===== config.mk =====
export PLATFORM = sky130hd
export DESIGN_NAME = char_lcd_4bit_sequencer
export DESIGN_NICKNAME = d
export VERILOG_FILES = /design/src/design/lcd4_pkg.sv /design/src/design/lcd4_ctrl.sv /design/src/design/lcd4_datapath.sv /design/src/design/char_lcd_4bit_sequencer.sv
export SDC_FILE = /design/constraint.sdc
export NUM_CORES = 1
export LEC_CHECK = 0
export CAP_MARGIN = 20
export CELL_PAD_IN_SITES_DETAIL_PLACEMENT = 2
export CELL_PAD_IN_SITES_GLOBAL_PLACEMENT = 2
export CORE_MARGIN = 3
export CORE_UTILIZATION = 43
export CTS_CLUSTER_DIAMETER = 100
export CTS_CLUSTER_SIZE = 16
export DETAILED_ROUTE_END_ITERATION = 7
export DONT_BUFFER_PORTS = 1
export PLACE_DENSITY_LB_ADDON = 0.1
export SYNTH_ARGS = -nofsm -noshare
export SYNTH_HDL_FRONTEND = slang
export SYNTH_SLANG_ARGS = --single-unit

===== constraint.sdc =====
create_clock -name clk_i -period 7 [get_ports clk_i]
set_input_delay 0.7 -clock clk_i [delete_from_list [all_inputs] [get_ports clk_i]]
set_output_delay 0.7 -clock clk_i [all_outputs]
set_load 0.02 [all_outputs]

===== src/design/lcd4_pkg.sv =====
// ----------------------------------------------------------------------------
// lcd4_pkg
// Shared types, codes and constants for the 4-bit character LCD sequencer.
// ----------------------------------------------------------------------------
`default_nettype none

package lcd4_pkg;

  // request codes
  typedef enum logic [2:0] {
    CMD_INIT   = 3'd0,
    CMD_ERASE  = 3'd1,
    CMD_CHAR   = 3'd2,
    CMD_CURSOR = 3'd3,
    CMD_WRITE  = 3'd4
  } cmd_e;

  // three steps of one nibble
  typedef enum logic [1:0] {
    PH_SETUP  = 2'd0,
    PH_STROBE = 2'd1,
    PH_SETTLE = 2'd2
  } phase_e;

  localparam int unsigned GLYPH_ROWS_DEF = 8;
  localparam int unsigned NIB_W          = 5;
  localparam int unsigned HOLD_W         = 16;
  localparam int unsigned EXTRA_W        = 13;

  localparam int unsigned S_TDATA_W = 88;
  localparam int unsigned M_TDATA_W = 24;

  localparam logic [HOLD_W-1:0]  IDLE_US   = 16'd50000;
  localparam logic [HOLD_W-1:0]  PULSE_US  = 16'd1;
  localparam logic [HOLD_W-1:0]  SETTLE_US = 16'd40;
  localparam logic [EXTRA_W-1:0] CLEAR_EXTRA_US = 13'd2000;

  localparam logic [7:0] CLEAR_INSTR = 8'h01;
  localparam logic [7:0] CGRAM_INSTR = 8'h40;
  localparam logic [7:0] DDRAM_INSTR = 8'h80;

  localparam logic [NIB_W-1:0] INIT_LAST_NIB = 5'd13;
  localparam logic [NIB_W-1:0] BYTE_LAST_NIB = 5'd1;

  typedef struct packed {
    logic [3:0]         nib;
    logic [EXTRA_W-1:0] extra;
  } init_nib_t;

  // controller -> datapath
  typedef struct packed {
    logic             load;
    logic             emit;
    logic             pre;
    phase_e           phase;
    logic [NIB_W-1:0] nib;
  } lcd4_ctrl_t;

  // datapath -> controller
  typedef struct packed {
    logic in_known;
    logic in_init;
    logic last_nib;
    logic out_free;
  } lcd4_stat_t;

  // power-up nibble sequence: 8-bit mode three times, 4-bit mode, then
  // function set, display off, clear, entry mode, display on
  function automatic init_nib_t init_nib(input logic [3:0] idx);
    init_nib_t r;
    r.extra = '0;
    r.nib   = 4'h0;
    case (idx)
      4'd0:    begin r.nib = 4'h3; r.extra = 13'd5000; end
      4'd1:    begin r.nib = 4'h3; r.extra = 13'd150;  end
      4'd2:    begin r.nib = 4'h3; r.extra = 13'd150;  end
      4'd3:    begin r.nib = 4'h2; r.extra = 13'd1000; end
      4'd4:    r.nib = 4'h2;
      4'd5:    r.nib = 4'h8;
      4'd6:    r.nib = 4'h0;
      4'd7:    r.nib = 4'h8;
      4'd8:    r.nib = 4'h0;
      4'd9:    begin r.nib = 4'h1; r.extra = CLEAR_EXTRA_US; end
      4'd10:   r.nib = 4'h0;
      4'd11:   r.nib = 4'h6;
      4'd12:   r.nib = 4'h0;
      4'd13:   r.nib = 4'hC;
      default: r.nib = 4'h0;
    endcase
    return r;
  endfunction

endpackage

`default_nettype wire


===== src/design/lcd4_ctrl.sv =====
// ----------------------------------------------------------------------------
// lcd4_ctrl
// Request sequencer: walks the nibble index and the three steps per nibble.
// ----------------------------------------------------------------------------
`default_nettype none

module lcd4_ctrl
  import lcd4_pkg::*;
(
  input  wire logic  clk_i,
  input  wire logic  rst_ni,
  input  wire logic  req_valid_i,
  output logic       req_ready_o,
  input  lcd4_stat_t stat_i,
  output lcd4_ctrl_t ctrl_o
);

  typedef enum logic [2:0] {
    ST_IDLE = 3'b001,
    ST_PRE  = 3'b010,
    ST_RUN  = 3'b100
  } state_e;

  state_e           state_q, state_d;
  phase_e           phase_q, phase_d;
  logic [NIB_W-1:0] nib_q, nib_d;

  always_comb begin
    state_d      = state_q;
    phase_d      = phase_q;
    nib_d        = nib_q;
    req_ready_o  = 1'b0;
    ctrl_o.load  = 1'b0;
    ctrl_o.emit  = 1'b0;
    ctrl_o.pre   = 1'b0;
    ctrl_o.phase = phase_q;
    ctrl_o.nib   = nib_q;
    case (state_q)
      ST_IDLE: begin
        req_ready_o = 1'b1;
        if (req_valid_i) begin
          ctrl_o.load = 1'b1;
          phase_d     = PH_SETUP;
          nib_d       = '0;
          // unknown codes are swallowed without output
          if (stat_i.in_known) begin
            state_d = stat_i.in_init ? ST_PRE : ST_RUN;
          end
        end
      end
      ST_PRE: begin
        if (stat_i.out_free) begin
          ctrl_o.emit = 1'b1;
          ctrl_o.pre  = 1'b1;
          state_d     = ST_RUN;
        end
      end
      ST_RUN: begin
        if (stat_i.out_free) begin
          ctrl_o.emit = 1'b1;
          case (phase_q)
            PH_SETUP:  phase_d = PH_STROBE;
            PH_STROBE: phase_d = PH_SETTLE;
            PH_SETTLE: begin
              phase_d = PH_SETUP;
              if (stat_i.last_nib) begin
                state_d = ST_IDLE;
              end else begin
                nib_d = nib_q + NIB_W'(1);
              end
            end
            default:   phase_d = PH_SETUP;
          endcase
        end
      end
      default: state_d = ST_IDLE;
    endcase
  end

  always_ff @(posedge clk_i or negedge rst_ni) begin
    if (!rst_ni) begin
      state_q <= ST_IDLE;
      phase_q <= PH_SETUP;
      nib_q   <= '0;
    end else begin
      state_q <= state_d;
      phase_q <= phase_d;
      nib_q   <= nib_d;
    end
  end

endmodule

`default_nettype wire


===== src/design/lcd4_datapath.sv =====
// ----------------------------------------------------------------------------
// lcd4_datapath
// Request register, nibble and timing selection, and the output step register.
// ----------------------------------------------------------------------------
`default_nettype none

module lcd4_datapath
  import lcd4_pkg::*;
#(
  parameter int unsigned GlyphRows = GLYPH_ROWS_DEF
) (
  input  wire logic                  clk_i,
  input  wire logic                  rst_ni,
  input  wire logic [2:0]            cmd_i,
  input  wire logic [7:0]            arg_i,
  input  wire logic [7:0]            row_i,
  input  wire logic [63:0]           bitmap_i,
  input  lcd4_ctrl_t                 ctrl_i,
  output lcd4_stat_t                 stat_o,
  output logic                       out_valid_o,
  input  wire logic                  out_ready_i,
  output logic                       reg_select_o,
  output logic [3:0]                 data_nibble_o,
  output logic                       enable_o,
  output logic [HOLD_W-1:0]          hold_us_o,
  output logic                       last_o
);

  localparam logic [NIB_W-1:0] CharLastNib = NIB_W'(2 * GlyphRows + 1);

  cmd_e        cmd_q;
  logic [7:0]  arg_q;
  logic        row_nz_q;
  logic [63:0] bitmap_q;

  logic        valid_q, valid_d;
  logic        rs_q;
  logic [3:0]  nib_q;
  logic        en_q;
  logic [HOLD_W-1:0] hold_q;
  logic        last_q;

  logic [3:0]         byte_idx;
  logic [2:0]         row_sel;
  logic [2:0]         glyph_idx;
  logic [3:0]         col;
  logic [7:0]         byte_val;
  logic               rs_val;
  logic [3:0]         nib_val;
  logic [EXTRA_W-1:0] extra;
  logic [NIB_W-1:0]   last_nib_idx;
  logic [HOLD_W-1:0]  hold_val;
  init_nib_t          init_ent;

  // status to the controller: incoming code decode, used in the accept cycle, last nibble and output free
  always_comb begin
    stat_o.in_known = 1'b0;
    stat_o.in_init  = 1'b0;
    stat_o.last_nib = (ctrl_i.nib == last_nib_idx);
    stat_o.out_free = !valid_q || out_ready_i;
    case (cmd_i)
      CMD_INIT:   begin stat_o.in_known = 1'b1; stat_o.in_init = 1'b1; end
      CMD_ERASE,
      CMD_CHAR,
      CMD_CURSOR,
      CMD_WRITE:  stat_o.in_known = 1'b1;
      default:    stat_o.in_known = 1'b0;
    endcase
  end

  assign byte_idx  = ctrl_i.nib[4:1];
  assign row_sel   = 3'(byte_idx - 4'd1);
  assign glyph_idx = (arg_q > 8'd7) ? 3'd7 : arg_q[2:0];
  assign col       = (arg_q > 8'd15) ? 4'd15 : arg_q[3:0];
  assign init_ent  = init_nib(ctrl_i.nib[3:0]);

  always_comb begin
    byte_val     = arg_q;
    rs_val       = 1'b0;
    extra        = '0;
    last_nib_idx = BYTE_LAST_NIB;
    case (cmd_q)
      CMD_INIT:   last_nib_idx = INIT_LAST_NIB;
      CMD_ERASE: begin
        byte_val = CLEAR_INSTR;
        extra    = ctrl_i.nib[0] ? CLEAR_EXTRA_US : '0;
      end
      CMD_CHAR: begin
        last_nib_idx = CharLastNib;
        if (byte_idx == 4'd0) begin
          byte_val = CGRAM_INSTR | {2'b00, glyph_idx, 3'b000};
        end else begin
          byte_val = bitmap_q[{row_sel, 3'b000} +: 8];
          rs_val   = 1'b1;
        end
      end
      // line two base is 0x40, column stays below 16
      CMD_CURSOR: byte_val = DDRAM_INSTR | {1'b0, row_nz_q, 2'b00, col};
      CMD_WRITE:  rs_val   = 1'b1;
      default:    byte_val = arg_q;
    endcase
  end

  always_comb begin
    if (cmd_q == CMD_INIT) begin
      nib_val = init_ent.nib;
    end else begin
      nib_val = ctrl_i.nib[0] ? byte_val[3:0] : byte_val[7:4];
    end
  end

  always_comb begin
    case (ctrl_i.phase)
      PH_SETTLE: begin
        hold_val = SETTLE_US
                 + HOLD_W'((cmd_q == CMD_INIT) ? init_ent.extra : extra);
      end
      default:   hold_val = PULSE_US;
    endcase
  end

  always_comb begin
    valid_d = valid_q;
    if (ctrl_i.emit) begin
      valid_d = 1'b1;
    end else if (out_ready_i) begin
      valid_d = 1'b0;
    end
  end

  always_ff @(posedge clk_i or negedge rst_ni) begin
    if (!rst_ni) begin
      valid_q <= 1'b0;
    end else begin
      valid_q <= valid_d;
    end
  end

  always_ff @(posedge clk_i) begin
    if (ctrl_i.load) begin
      cmd_q    <= cmd_e'(cmd_i);
      arg_q    <= arg_i;
      row_nz_q <= (row_i != 8'd0);
      bitmap_q <= bitmap_i;
    end
    if (ctrl_i.emit) begin
      if (ctrl_i.pre) begin
        rs_q   <= 1'b0;
        nib_q  <= 4'h0;
        en_q   <= 1'b0;
        hold_q <= IDLE_US;
        last_q <= 1'b0;
      end else begin
        rs_q   <= rs_val;
        nib_q  <= nib_val;
        en_q   <= (ctrl_i.phase == PH_STROBE);
        hold_q <= hold_val;
        last_q <= (ctrl_i.phase == PH_SETTLE) && stat_o.last_nib;
      end
    end
  end

  assign out_valid_o   = valid_q;
  assign reg_select_o  = rs_q;
  assign data_nibble_o = nib_q;
  assign enable_o      = en_q;
  assign hold_us_o     = hold_q;
  assign last_o        = last_q;

endmodule

`default_nettype wire


===== src/design/char_lcd_4bit_sequencer.sv =====
// ----------------------------------------------------------------------------
// char_lcd_4bit_sequencer
// Turns one character LCD request into the pin steps of a 4-bit bus.
// ----------------------------------------------------------------------------
// Slave stream takes a request (init, clear, create glyph, set cursor, write
// data); master stream gives one pin step per item: register select, D7..D4,
// enable level and the time in us to hold them. tlast marks a request's
// final step. Requests with an unknown code are taken and give no steps.
// A taken request is captured in the request register, and its first step
// is then built from it and registered in the output step register.
// Throughput: one step per cycle while the receiver keeps tready high; the
// controller handles one request at a time, so the next request waits until
// the current one has issued its final step. The step counter sets the pace.
// A stalled receiver freezes the step in the output register and the
// sequence behind it; no step is dropped. tready comes back while the final
// step may still sit in the output register.
// Reset clears the controller and the output valid; the block is ready for
// a request right after reset.
// ----------------------------------------------------------------------------
`default_nettype none

module char_lcd_4bit_sequencer
  import lcd4_pkg::*;
#(
  parameter int unsigned GlyphRows = GLYPH_ROWS_DEF
) (
  input  wire logic                 clk_i,
  input  wire logic                 rst_ni,
  input  wire logic                 s_axis_tvalid_i,
  output logic                      s_axis_tready_o,
  // cmd[2:0], arg[10:3], row[18:11], bitmap[82:19], zero fill[87:83]
  input  wire logic [S_TDATA_W-1:0] s_axis_tdata_i,
  output logic                      m_axis_tvalid_o,
  input  wire logic                 m_axis_tready_i,
  // reg_select[0], data_nibble[4:1], enable[5], hold_us[21:6], zero fill[23:22]
  output logic [M_TDATA_W-1:0]      m_axis_tdata_o,
  output logic                      m_axis_tlast_o
);

  lcd4_ctrl_t        ctrl;
  lcd4_stat_t        stat;
  logic              rs;
  logic [3:0]        nib;
  logic              en;
  logic [HOLD_W-1:0] hold;

  lcd4_ctrl u_ctrl (
    .clk_i       (clk_i),
    .rst_ni      (rst_ni),
    .req_valid_i (s_axis_tvalid_i),
    .req_ready_o (s_axis_tready_o),
    .stat_i      (stat),
    .ctrl_o      (ctrl)
  );

  lcd4_datapath #(
    .GlyphRows (GlyphRows)
  ) u_datapath (
    .clk_i         (clk_i),
    .rst_ni        (rst_ni),
    .cmd_i         (s_axis_tdata_i[2:0]),
    .arg_i         (s_axis_tdata_i[10:3]),
    .row_i         (s_axis_tdata_i[18:11]),
    .bitmap_i      (s_axis_tdata_i[82:19]),
    .ctrl_i        (ctrl),
    .stat_o        (stat),
    .out_valid_o   (m_axis_tvalid_o),
    .out_ready_i   (m_axis_tready_i),
    .reg_select_o  (rs),
    .data_nibble_o (nib),
    .enable_o      (en),
    .hold_us_o     (hold),
    .last_o        (m_axis_tlast_o)
  );

  assign m_axis_tdata_o = {2'b00, hold, en, nib, rs};

endmodule

`default_nettype wire


; After elaboration in Yosys (flattened, before gate mapping)
; Cells that the tools add are included.
; W data, S select, Z words.
[op_classes]
n_addsub = 3
order_cmp = 2
eq_ne = 30
shifts = 1
n_mux = 43
bitwise_logic = 1
n_reduce_logical = 20
[op_table]
columns = cell, n
row1 = $shiftx A64 B7 Y8, 1
row2 = $pmux W13 S4, 1
row3 = $mux W13, 2
row4 = $mux W3, 8
row5 = $pmux W4 S6, 1
row6 = $pmux W8 S3, 1
row7 = $mux W5, 4
row8 = $pmux W5 S2, 2
row9 = $add A6 B16 Y16 const A, 1
row10 = $mux W16, 1
row11 = $eq A3 B2 Y1 const B, 5
row12 = $eq A4 B3 Y1 const B, 3
row13 = $eq A4 B4 Y1 const B, 3
row14 = $mux W4, 3
row15 = $ne A2 B2 Y1 const B, 6
row16 = $mux W11, 1
row17 = $mux W1, 10
row18 = $eq A3 B1 Y1 const B, 3
row19 = $eq A3 B3 Y1 const B, 3
row20 = $pmux W3 S3, 1
row21 = $eq A4 B2 Y1 const B, 2
row22 = $gt A8 B3 Y1 const B, 1
row23 = $gt A8 B4 Y1 const B, 1
row24 = $logic_not A4 Y1, 2
row25 = 25 further kinds, 34
[word_totals]
register_bits = 110
in_bits = 92
out_inout_bits = 27
wordCells = 114

; Depth between registers and ports, before layout
; Gate-level depths: netlist of the first run.
[logic_depth]
depth_word = 7
ltp_mapped = 11
mapped_depth_nobuf = 8

; Hierarchy
; A second synthesis of the first run with hierarchy kept.
[unflattened]
hier_cells = 338
area_unflattened_um2 = 4849.7
[modules_own_cells]
columns = mod, n_inst, cells_each, area_per_inst_um2, seq_area_each_um2
row1 = lcd4_datapath, 1, 278, 4224.1, 2907.8
row2 = lcd4_ctrl, 1, 55, 591.8, 251.5
row3 = char_lcd_4bit_sequencer, 1, 5, 33.8, 0.0

; Least setup slack after synthesis of the first run
; OpenSTA, ideal clock, no wires.
[synth_path]
path_type = input to register
start = input port s_axis_tvalid_i
end = register u_ctrl.nib_q[1]
setup_ps = 124
arrival_ps = 5111
t_required_ps = 6876
slack_ps = 1765
stages = 4
path_buffers = 0
cell_sequence = nand3b_1 nor2_1 o21ai_0 a32o_1
[synth_between]
elab_chain_len = 2
[synth_rtl]
columns = item, line
row1 = "start, declared", char_lcd_4bit_sequencer.sv:29  ; input wire logic s_axis_tvalid_i,
row2 = $ne A2 B2 Y1 (no source line), n/a
row3 = $reduce_and A5 Y1 (no source line), n/a
row4 = "end signal, assigned", lcd4_ctrl.sv:88  ; nib_q <= nib_d;
row5 = "end, declared", lcd4_ctrl.sv:26  ; logic [NIB_W-1:0] nib_q, nib_d;
; No other way between the ends.
; A chain may end at the register's enable or synchronous reset.

; Worst setup path after layout of the first run
[layout_path]
start = register u_ctrl.nib_q[1]
end = register u_datapath.nib_q[0], in the netlist u_datapath.data_nibble_o[0], data pin
[layout_between]
elab_chain_len = 6
word_cells_on_any_way = 21
classes_between = 1 x add/sub / 9 x eq/ne / 1 x shift / 5 x mux / 5 x reduce/logical
[layout_rtl]
columns = item, line
row1 = $sub A3 B1 Y3, lcd4_datapath.sv:72  ; assign row_sel = 3'(byte_idx - 4'd1);
row2 = $shiftx A64 B7 Y8, lcd4_datapath.sv:93  ; byte_val = bitmap_q[{row_sel, 3'b000} +: 8];
row3 = $mux W8, lcd4_datapath.sv:90  ; if (byte_idx == 4'd0) begin
row4 = $pmux W8 S3, lcd4_datapath.sv:82  ; case (cmd_q)
row5 = $mux W4, lcd4_datapath.sv:108  ; nib_val = ctrl_i.nib[0] ? byte_val[3:0] : byte_val[7:4];
row6 = $mux W4 *, lcd4_datapath.sv:105  ; if (cmd_q == CMD_INIT) begin
row7 = "end signal, assigned", lcd4_datapath.sv:155  ; nib_q <= nib_val;
row8 = "end, declared", lcd4_datapath.sv:38  ; logic [3:0] nib_q;
; Every way passes the cells marked *; elsewhere a longest branch is shown, timed or not.

==> summary.txt, run 1 <==
Status
  • Status: finished, final reports clean

Yosys
  • Synthesis warning total: 0
  • Synth async-reset ratio: 10.3%
  • Main combinational cell family by area after synthesis: simple AND/OR/NAND/NOR gates
  • Mapped Cells: 359
  • Netlist cell types: 64
  • Area share of the largest cell type after synthesis: 57.7%
  • Simple-gate share of the synthesized area: 12.2%
  • Mapped Avg Cell Area: 13.9 sq um
  • FF+latch count, synth: 107
  • Sequential area share after synthesis: 63.2%
  • Post-synthesis mux area share: 8.34%
  • Post-Synth Adder-Cell Area: 2.00%
  • Synthesized area: 0.00500 sq mm
  • Compound-gate portion of the synthesized area: 9.47%
  • Number of flops mapped to enable cells by yosys: 96
  • Post-Synth XOR/XNOR Area: 1.08%
  • Top post-synthesis cells by area: edfxtp_1 58%, dfrtp_1 5.0%, mux4_2 4.5%
  • Area leader, netlist: edfxtp_1
  • Main synth FF type: edfxtp_1

Clock network
  • Number of setup buffers added after CTS: 0
  • Worst-Skew Late Latency: 0.34 ns
  • Inserted Clock Buffers: 9
  • CTS clk-pin slew, worst paths: 0.08 ns
  • CTS tree: yes
  • Root buffer cell: clkbuf_16
  • Post-CTS Hold Buffers: 0
  • H-tree depth: 3
  • # resized after CTS: 0
  • # clock sinks: 107
  • Worst-case clock buffer depth: 2

Placement
  • DPL Wire Length: 8120 um
  • Final Wtd Congestion: 0.788
  • Port bufs: 0

Floorplanning
  • FP Rows: 38
  • Die area: 0.0129 sq mm
  • Die height: 114 um
  • Initial Utilization: 45.1%
  • Die X: 114 um
  • Core area: 0.0111 sq mm
  • Io pins: 119

Setup path
  • Worst setup path endpoint: u_datapath.data_nibble_o[0]
  • CP Class: reg2reg
  • WP data arrival: 3.64 ns
  • CP Launch Type: flip-flop
  • Worst flop-to-flop path endpoint: u_datapath.data_nibble_o[0]
  • Worst Setup SP: u_ctrl.nib_q[1]
  • R2R Path Start: u_ctrl.nib_q[1]
  • Crit path max fanout: 20
  • Worst r2r path cells: 8
  • Crit path required time: 7.08 ns
  • FF-to-FF setup slack: 3.44 ns
  • Worst setup EP type: flip-flop

Detailed routing
  • Antenna-violating nets left: 0
  • Via density per instance: 5.99
  • DRT iter0 DRCs: 123
  • DRC viols: 0
  • Detailed Routing Iterations Pass 1: 4
  • Final wirelength: 11,100 um
  • Vias: 2,971
  • Routed WL per cell: 22.4 um

STA
  • Min cycle time layout: 3.56 ns
  • Tcrit/Tclk final: 50.8%
  • Final setup TNS: 0 ns
  • Final Skew: 0.00700 ns
  • RSZ-0062 raised after global routing: false
  • Max_slew headroom: 33.2%
  • Setup violators final: 0
  • Final hold violations: 0
  • Slew @ Worst Pin: 1.00 ns
  • FMAX: 281 MHz
  • Max Slew Vio Count: 0

Cells and area
  • Fillcell total: 1,061
  • Antenna cells: 0
  • Reg area: 0.00316 sq mm
  • Ratio of cells with drive above 1 in the final layout: 11.8%
  • Multi-input logic area: 0.00168 sq mm
  • Nets: 451
  • Area grow syn2layout: 7.24%

Global route
  • Vias in the first global route: 3,277
  • Total grt overflow: 0
  • GRT Util Overall: 18.1%
  • Largest net degree at the start of global routing: 83
  • Met3 Use GR: 4.56%
  • Gr busiest metal: met2
  • Initial antenna violation count: 0
  • First-pass GRT wire length: 18,000 um
  • Met2 usage: 32.7%
  • Met1 usage: 21.4%

Hold path
  • Hold Path Class: in2async

Power
  • VDD IR max: 0.166 mV
  • Leak Pwr: 1.76 nW
  • Total Power: 1.48 mW
  • Power per standard cell area: 277 mW/mm^2

Flow run
  • Max-cap check violation count: 0
-- power breakdown --
part	internal, mW	total [mW]	switching [mW]
Clock	0.251	0.492	0.241
Sequential	0.795	0.847	0.0519
Combinational	0.0521	0.145	0.0932
-- worst max-delay path, stage by stage (launching register included) --
cell and delay [ns]:
dfrtp_1 0.33, buf_4 0.33, inv_1 0.29, ha_1 1.00, mux4_2 0.43, mux2i_1 0.24
nor2_1 0.14, nor4b_1 0.44, nor3_1 0.09
-- cells in the mapped netlist, types with 4 or more instances --
cell type  instances
dfrtp_1           10
a21oi_1           15
and3_1             4
o31ai_1            4
edfxtp_1          96
buf_2              4
nand2b_1           5
buf_4              9
nor4_1             6
o21a_1             6
clkbuf_1           9
nor2_1            29
inv_1              7
nor2b_1           10
mux4_2            10
mux2i_1            9
nand2_1           17
nand3_1            7
nor3_1             8
o21ai_0           15
ha_1               8
or3_1              7
-- layout by cell type, fill, tap and decap left out, types with 7 or more instances in the layout --
cell,count
edfxtp_1,96
nor2_1,28
nand2_1,17
a21oi_1,15
o21ai_0,15
nor2b_1,10
mux4_2,10
dfrtp_1,10
mux2i_1,9
clkbuf_16,9
ha_1,8
inv_1,7
nand3_1,7
or3_1,7
nor3_1,7
-- cells by family (layout without fill, tap and decap cells) --
| group | count (synthesis) | count (layout) |
|---|---|---|
| buffers and inverters | 31 | 26 |
| muxes | 24 | 24 |
| other | 1 | 3 |
| adders and majority gates | 8 | 8 |
| xor gates and xnor gates | 4 | 4 |
| AOI/OAI and AO/OA | 70 | 70 |
| and+or+nand+nor | 114 | 114 |
| DFF | 107 | 107 |
-- worst min path at each step --
stage          startpoint                     end  cells after the start
6_report           rst_ni  u_datapath.out_valid_o                      0
5_1_grt            rst_ni  u_datapath.out_valid_o                      0
4_1_cts            rst_ni       u_ctrl.phase_q[1]                      0
3_5_place_dp       rst_ni  u_datapath.out_valid_o                      0
3_3_place_gp       rst_ni       u_ctrl.state_q[1]                      0
2_1_floorplan      rst_ni         u_ctrl.nib_q[0]                      0
-- registers in the layout (all words and copies together), names as in the netlist --
| register | cells |
|---|---|
| u_datapath.hold_us_o | 13 |
| u_datapath.last_o | 1 |
| u_datapath.data_nibble_o | 4 |
| u_datapath.bitmap_q | 64 |
| u_datapath.cmd_q | 3 |
| u_ctrl.state_q | 3 |
| u_datapath.out_valid_o | 1 |
| u_datapath.arg_q | 8 |
| u_datapath.row_nz_q | 1 |
| u_datapath.reg_select_o | 1 |
| u_datapath.enable_o | 1 |
| u_ctrl.nib_q | 5 |
| u_ctrl.phase_q | 2 |
-- through the flow --
step                utilization (%)  cell area (sq um)  cells  worst slack, ns  hold slack (ns)
floorplan                         -               5000    361             1.77            0.404
global placement               45.7               5060    480             3.47            0.405
detailed placement             45.7               5060    480             3.43            0.405
CTS                            48.4               5360    496             3.40           0.0242
global route                   48.4               5360    496             3.15           0.0169
finish                         48.4               5360    496             3.44           0.0394
-- layout make-up --
class,count,area share (%)
multi-input cells,223,31.3
clock inverters,7,1.33
well taps,140,3.27
repair buffers,3,0.420
flip-flops and latches,107,59.0
clock buffers,9,4.20
inverters,7,0.490
-- layer usage --
metal / share of wire [%] / vias up
met5: 0 / -
met4: 1.4 / 0
met3: 5.2 / 13
met2: 53 / 94
met1: 40 / 1498
li1: - / 1366
(Power assumes the default switching activity.)
==> run 2, diff against run 1 <==
Settings changed: ABC_AREA set to 1, CORE_UTILIZATION 43 to 35.
Clock period 7 ns to 2.95 ns, I/O delays scaled along.
==> run 2 against run 1 <==
- routed wire length up 19%
- combinational power increased to 7.5 times the previous value
- flip-flop and latch count stayed put
- non-clock buffer count up 7
- critical path type unchanged
- largest power group unchanged
==> summary.txt, run 2 <==
Status
  • Status: finished, final reports clean

Power
  • Leak Pwr: 2.23 nW (+27%)
  • VDD IR max: 0.360 mV (+120%)
  • Total Power: 4.53 mW (+200%)
  • Power per standard cell area: 819 mW/mm^2 (+200%)

Global route
  • Vias in the first global route: 3,887 (+19%)
  • Largest net degree at the start of global routing: 39 (-53%)
  • First-pass GRT wire length: 21,100 um (+17%)
  • Initial antenna violation count: 4 (+4)
  • GRT Util Overall: 17.2% (-0.94 points)
  • Total grt overflow: 0 (unchanged)

Detailed routing
  • Via density per instance: 5.01 (-16%)
  • DR top layer: met5
  • DRC viols: 0 (unchanged)
  • Detailed Routing Iterations Pass 1: 4 (unchanged)
  • Met3 routed WL: 639 um (+11%)
  • Vias: 3,524 (+19%)
  • Final wirelength: 13,200 um (+19%)
  • Routed WL per cell: 18.8 um (-16%)
  • Met2 wire length: 6460 um (+8.9%)
  • WL met1: 5940 um (+33%)
  • DRT iter0 DRCs: 195 (+59%)
  • Antenna-violating nets left: 0 (unchanged)

Setup path
  • Worst setup EP type: flip-flop
  • Crit-path slowest cell: clkinv_1
  • WP buf/inv: 2 (unchanged)
  • Crit path largest cell delay: 0.44 ns (-0.56 ns)
  • CP Cell Sequence: inv_1, ha_1, clkinv_1, nand3_1, nand3_1, nand3_1, nand2_1, nand2_1, nand2_1, nor2_1, nor2_1
  • Kind of cell adding the most delay to the critical path: simple AND/OR/NAND/NOR gates
  • CP Launch Type: flip-flop
  • Crit path required time: 3.05 ns (-4.03 ns)
  • WP data arrival: 2.68 ns (-0.96 ns)
  • CP Class: reg2reg
  • Crit path max fanout: 17 (-15%)

STA
  • Min cycle time layout: 2.58 ns (-0.978 ns)
  • Final hold violations: 0 (unchanged)
  • Worst setup margin: 0.372 ns (-3.07 ns)
  • Slew @ Worst Pin: 0.592 ns (-0.410 ns)
  • FMAX: 388 MHz (+38%)
  • RSZ-0062 raised after global routing: false
  • Tcrit/Tclk final: 87.4% (+37 points)
  • Final setup TNS: 0 ns (unchanged)
  • Max_slew headroom: 60.4% (+27 points)
  • Setup violators final: 0 (unchanged)
  • Max Slew Vio Count: 0 (unchanged)
  • Final Skew: 0.0158 ns (+0.00878 ns)

Yosys
  • Number of flops mapped to enable cells by yosys: 96 (unchanged)
  • Sequential area share after synthesis: 62.8% (-0.44 points)
  • Count leader, synth: nand2_1
  • Netlist cell types: 32 (-50%)
  • Synthesis warning total: 0 (unchanged)
  • Area share of the largest cell type after synthesis: 57.3% (-0.40 points)
  • Area leader, netlist: edfxtp_1
  • Mapped Cells: 513 (+43%)
  • FF+latch count, synth: 107 (unchanged)
  • Top post-synthesis cells by area: edfxtp_1 57%, nand2_1 11%, nand3_1 6.5%
  • Synthesized area: 0.00503 sq mm (+0.70%)
  • Main synth FF type: edfxtp_1
  • Synth async-reset ratio: 10.3% (unchanged)
  • Top cells by count, synth: 141 x nand2_1, 96 x edfxtp_1, 65 x nand3_1
  • Mapped Avg Cell Area: 9.81 sq um (-30%)

Cells and area
  • End-of-flow core utilization: 39.5% (-8.9 points)
  • Largest register by flop count: u_datapath.bitmap_q
  • Max reg flops: 64 (unchanged)
  • Fillcell total: 1,515 (+43%)
  • Commonest cells after routing, fill and taps aside: 141 x nand2_1, 96 x edfxtp_1, 65 x nand3_1
  • Reg area: 0.00316 sq mm (unchanged)
  • Area grow syn2layout: 9.85%
  • Most common cell after layout, fill and taps aside: nand2_1
  • Ratio of cells with drive above 1 in the final layout: 7.29% (-4.5 points)
  • Multi-input logic area: 0.00150 sq mm (-10%)
  • Nets: 616 (+37%)

Clock network
  • CTS tree: yes
  • # clock sinks: 107 (unchanged)
  • Worst-Skew Late Latency: 0.36 ns (+0.02 ns)
  • CTS clk-pin slew, worst paths: 0.08 ns (about the same)
  • Worst-case clock buffer depth: 2 (unchanged)
  • Inserted Clock Buffers: 9 (unchanged)
  • H-tree depth: 3 (unchanged)
  • # resized after CTS: 0 (unchanged)
  • Root buffer cell: clkbuf_16

Hold path
  • Hold Path Class: in2reg

Placement
  • DPL Wire Length: 9740 um (+20%)
  • Port bufs: 0 (unchanged)
  • Place WS: 0.369 ns (-3.06 ns)
  • Final Wtd Congestion: 0.827 (+5.0%)

Floorplanning
  • Die area: 0.0158 sq mm (+22%)
  • Die height: 126 um (+11%)
  • Core area: 0.0140 sq mm (+26%)
  • Io pins: 119 (unchanged)
  • Initial Utilization: 36.0% (-9.1 points)
  • Die X: 126 um (+11%)
  • FP Rows: 43 (+13%)

Flow run
  • Max-cap check violation count: 0 (unchanged)
## run 2: kinds of logic after synthesis
kind of cell	synth area share, %
xor gates and xnor gates	0.174
AOI/OAI and AO/OA	4.73
and+or+nand+nor	22.8
DFF	62.8
adders and majority gates	1.99
buffers and inverters	7.46
other	0.0745
## run 2: worst paths after layout
| kind | startpoint | endpoint | slack (ns) | cells after the start |
|---|---|---|---|---|
| max | u_ctrl.nib_q[1] | u_datapath.data_nibble_o[3] | 0.37 | 11 |
| max reg2reg | u_ctrl.nib_q[1] | u_datapath.data_nibble_o[3] | 0.37 | 11 |
| min in group asynchronous | rst_ni | u_ctrl.nib_q[0] | 0.38 | 1 |
| max in group asynchronous | rst_ni | u_ctrl.nib_q[1] | 2.18 | 1 |
| min reg2reg | u_ctrl.state_q[0] | u_ctrl.state_q[0] | 0.52 | 2 |
| min | s_axis_tdata_i[77] | u_datapath.bitmap_q[58] | 0.02 | 0 |
## run 2: area by class of cell
type                    instances  share of cell area (%)
flip-flops and latches        107                    57.2
multi-input cells             324                    27.2
inverters                      64                    4.35
clock buffers                  10                    4.14
well taps                     180                    4.08
repair buffers                 10                    1.86
clock inverters                 6                    1.06
diodes                          3                   0.136
## run 2: per-layer routing
layer  up-vias  global-route usage [%]
met1      1717                    21.1
met5         -                       0
li1       1707                       -
met4         2                    6.44
met2        84                    28.7
met3        14                    5.22
## run 2: stage by stage
| step | instances | hold WS [ns] | cell area (sq um) |
|---|---|---|---|
| after floorplan | 515 | -0.000591 | 5040 |
| after global placement | 684 | 0.0000834 | 5220 |
| after detailed placement | 684 | 0.00000419 | 5220 |
| after CTS | 701 | 0.0115 | 5520 |
| after global routing | 704 | 0.00227 | 5530 |
| final | 704 | 0.0242 | 5530 |
## run 2: report_power, final
group	switching [mW]	internal, mW	leakage [nW]
Sequential	0.216	2.05	1.04
Combinational	0.784	0.305	1.05
Clock	0.581	0.590	0.136
## run 2: timing repair
| item | 4_1_cts | 5_1_grt |
|---|---|---|
| endpoints found under the hold margin | 11 | 0 |
| setup buffers | 0 | 0 |
| hold buffers | 1 | 0 |
==> run 3, diff against run 2 <==
Settings changed: PLACE_DENSITY set to 0.84, PLACE_DENSITY_LB_ADDON 0.1 to not set.
==> run 3 against run 2 <==
- flip-flop and latch count did not move
- critical path depth unchanged
- largest cell class unchanged
- sequential power hardly changed
- total power up 0.46%
==> summary.txt, run 3 (synthesis gave the netlist of run 2 again) <==
Status
  • Status: finished, final reports clean

Floorplanning
  • FP Rows: 43 (unchanged)
  • Die area: 0.0158 sq mm (unchanged)
  • Initial Utilization: 36.0% (unchanged)
  • Die X: 126 um (unchanged)
  • Io pins: 119 (unchanged)
  • Die height: 126 um (unchanged)
  • Core area: 0.0140 sq mm (unchanged)

Global route
  • Met2 usage: 31.2% (+2.6 points)
  • Met1 usage: 21.7% (+0.52 points)
  • First-pass GRT wire length: 22,200 um (+5.0%)
  • Total grt overflow: 0 (unchanged)
  • GRT Util Overall: 17.9% (+0.67 points)
  • Gr busiest metal: met2
  • Initial antenna violation count: 2 (-2)
  • Vias in the first global route: 3,986 (+2.5%)
  • Largest net degree at the start of global routing: 77 (+97%)
  • Met3 Use GR: 4.37% (-0.85 points)

Clock network
  • Worst-case clock buffer depth: 2 (unchanged)
  • CTS clk-pin slew, worst paths: 0.08 ns (about the same)
  • Root buffer cell: clkbuf_16
  • CTS tree: yes
  • H-tree depth: 3 (unchanged)
  • Inserted Clock Buffers: 9 (unchanged)
  • Number of setup buffers added after CTS: 0 (unchanged)
  • Worst-Skew Late Latency: 0.36 ns (about the same)
  • # clock sinks: 107 (unchanged)
  • # resized after CTS: 0 (unchanged)

Cells and area
  • Max reg flops: 64 (unchanged)
  • Area grow syn2layout: 9.35%
  • Most common cell after layout, fill and taps aside: nand2_1
  • Commonest cells after routing, fill and taps aside: 141 x nand2_1, 96 x edfxtp_1, 65 x nand3_1
  • Ratio of cells with drive above 1 in the final layout: 7.12% (-0.18 points)
  • Nets: 615 (-0.16%)
  • Largest register by flop count: u_datapath.bitmap_q

Detailed routing
  • DRT iter0 DRCs: 263 (+35%)
  • Detailed Routing Iterations Pass 1: 5 (+1)
  • Antenna-violating nets left: 0 (unchanged)
  • Routed WL per cell: 20.2 um (+7.2%)
  • Final wirelength: 14,200 um (+7.0%)
  • DRC viols: 0 (unchanged)
  • Vias: 3,666 (+4.0%)
  • Via density per instance: 5.21 (+4.2%)

Setup path
  • Crit path required time: 3.13 ns (+0.08 ns)
  • Crit-path slowest cell: dfrtp_1
  • Crit path max fanout: 10 (-7)
  • CP Launch Type: flip-flop
  • Worst setup EP type: flip-flop
  • Instance count on the critical path: 11 (unchanged)
  • CP Cell Sequence: inv_1, ha_1, inv_1, nor2_1, a21oi_1, nand3_1, nand2_1, nand2_1, nand2_1, nor2_1, nor2_1
  • Worst flop-to-flop path endpoint: u_datapath.data_nibble_o[3]
  • R2R Path Start: u_ctrl.nib_q[2]
  • FF-to-FF setup slack: 0.44 ns (+0.07 ns)
  • Worst r2r path cells: 11 (unchanged)
  • Worst Setup SP: u_ctrl.nib_q[2]
  • Crit path largest cell delay: 0.56 ns (+0.12 ns)
  • Worst setup path endpoint: u_datapath.data_nibble_o[3]
  • Kind of cell adding the most delay to the critical path: simple AND/OR/NAND/NOR gates
  • WP data arrival: 2.69 ns (about the same)
  • WP buf/inv: 2 (unchanged)
  • CP Class: reg2reg

Placement
  • Port bufs: 0 (unchanged)
  • Final Wtd Congestion: 0.785 (-5.1%)
  • Place WS: 0.494 ns (+0.124 ns)
  • DPL Wire Length: 10,300 um (+6.2%)

Power
  • VDD IR max: 0.316 mV (-12%)
  • Leak Pwr: 2.22 nW (-0.46%)
  • Power per standard cell area: 827 mW/mm^2 (+0.92%)
  • Total Power: 4.55 mW (+0.46%)

STA
  • Setup violators final: 0 (unchanged)
  • Slew @ Worst Pin: 0.647 ns (+0.0556 ns)
  • Worst setup margin: 0.440 ns (+0.0677 ns)
  • Min cycle time layout: 2.51 ns (-0.0677 ns)
  • Max_slew headroom: 56.9% (-3.6 points)
  • Final setup TNS: 0 ns (unchanged)
  • Tcrit/Tclk final: 85.1% (-2.3 points)
  • RSZ-0062 raised after global routing: false
  • Final hold violations: 0 (unchanged)
  • Max Slew Vio Count: 0 (unchanged)
  • Final Skew: 0.0123 ns (-0.00347 ns)
  • FMAX: 398 MHz (+2.7%)

Hold path
  • Hold Path Class: in2reg

Flow run
  • Max-cap check violation count: 0 (unchanged)
-- run 3: changes by cell type in the layout (fill, tap and decap cells not counted) --
cell / previous run / this run
buf_12: 2 / 1
clkinv_4: 2 / 1
clkinv_8: 1 / 0
inv_6: 2 / 3
inv_8: 0 / 1
-- run 3: power breakdown --
| group | switching (mW) | internal, mW | total (mW) |
|---|---|---|---|
| Clock | 0.583 | 0.591 | 1.17 |
| Combinational | 0.817 | 0.293 | 1.11 |
| Sequential | 0.209 | 2.05 | 2.26 |
-- run 3: final cells by class --
cell class              instances  area, sq um
clock inverters                 6         53.8
diodes                          3         7.51
multi-input cells             324         1500
inverters                      64          240
repair buffers                  9         82.6
fillers                      1537         8490
flip-flops and latches        107         3160
well taps                     180          225
clock buffers                  10          229
-- run 3: repair_timing --
action / 4_1_cts / 5_1_grt
hold buffers: 1 / 0
endpoints found under the setup margin: 0 / 0
hold endpoints to repair: 11 / 0
-- run 3: per-stage QoR --
step	std cells	hold slack [ns]	utilization, %	cell area (sq um)
after floorplan	515	-0.000591	-	5040
after global placement	683	-0.000243	37.2	5200
after detailed placement	683	-0.000362	37.2	5200
after CTS	700	0.0140	39.3	5490
after global routing	703	0.00679	39.3	5500
final	703	0.0266	39.3	5500
-- run 3: worst min path at each step --
stage	from	to	slack, ns	depth (start not counted)
6_report	s_axis_tdata_i[30]	u_datapath.bitmap_q[11]	0.03	0
5_1_grt	s_axis_tdata_i[69]	u_datapath.bitmap_q[50]	0.007	0
4_1_cts	s_axis_tdata_i[82]	u_datapath.bitmap_q[63]	0.01	0
3_5_place_dp	rst_ni	u_ctrl.phase_q[1]	-0.0004	0
3_3_place_gp	rst_ni	u_datapath.out_valid_o	-0.0002	0
2_1_floorplan	rst_ni	u_ctrl.nib_q[0]	-0.0006	0
-- run 3: metal layers --
layer  part of all wire, %  vias to the layer above
met3                   4.1                       16
li1                      -                     1700
met4                   2.0                        0
met2                    52                       90
met5                     0                        -
met1                    41                     1860
-- run 3: worst register-to-register path, stage by stage (launching register included) --
cell and delay (ns):
dfrtp_1 0.56, inv_1 0.16, ha_1 0.22, inv_1 0.09, nor2_1 0.07, a21oi_1 0.53
nand3_1 0.22, nand2_1 0.13, nand2_1 0.07, nand2_1 0.06, nor2_1 0.07, nor2_1 0.17
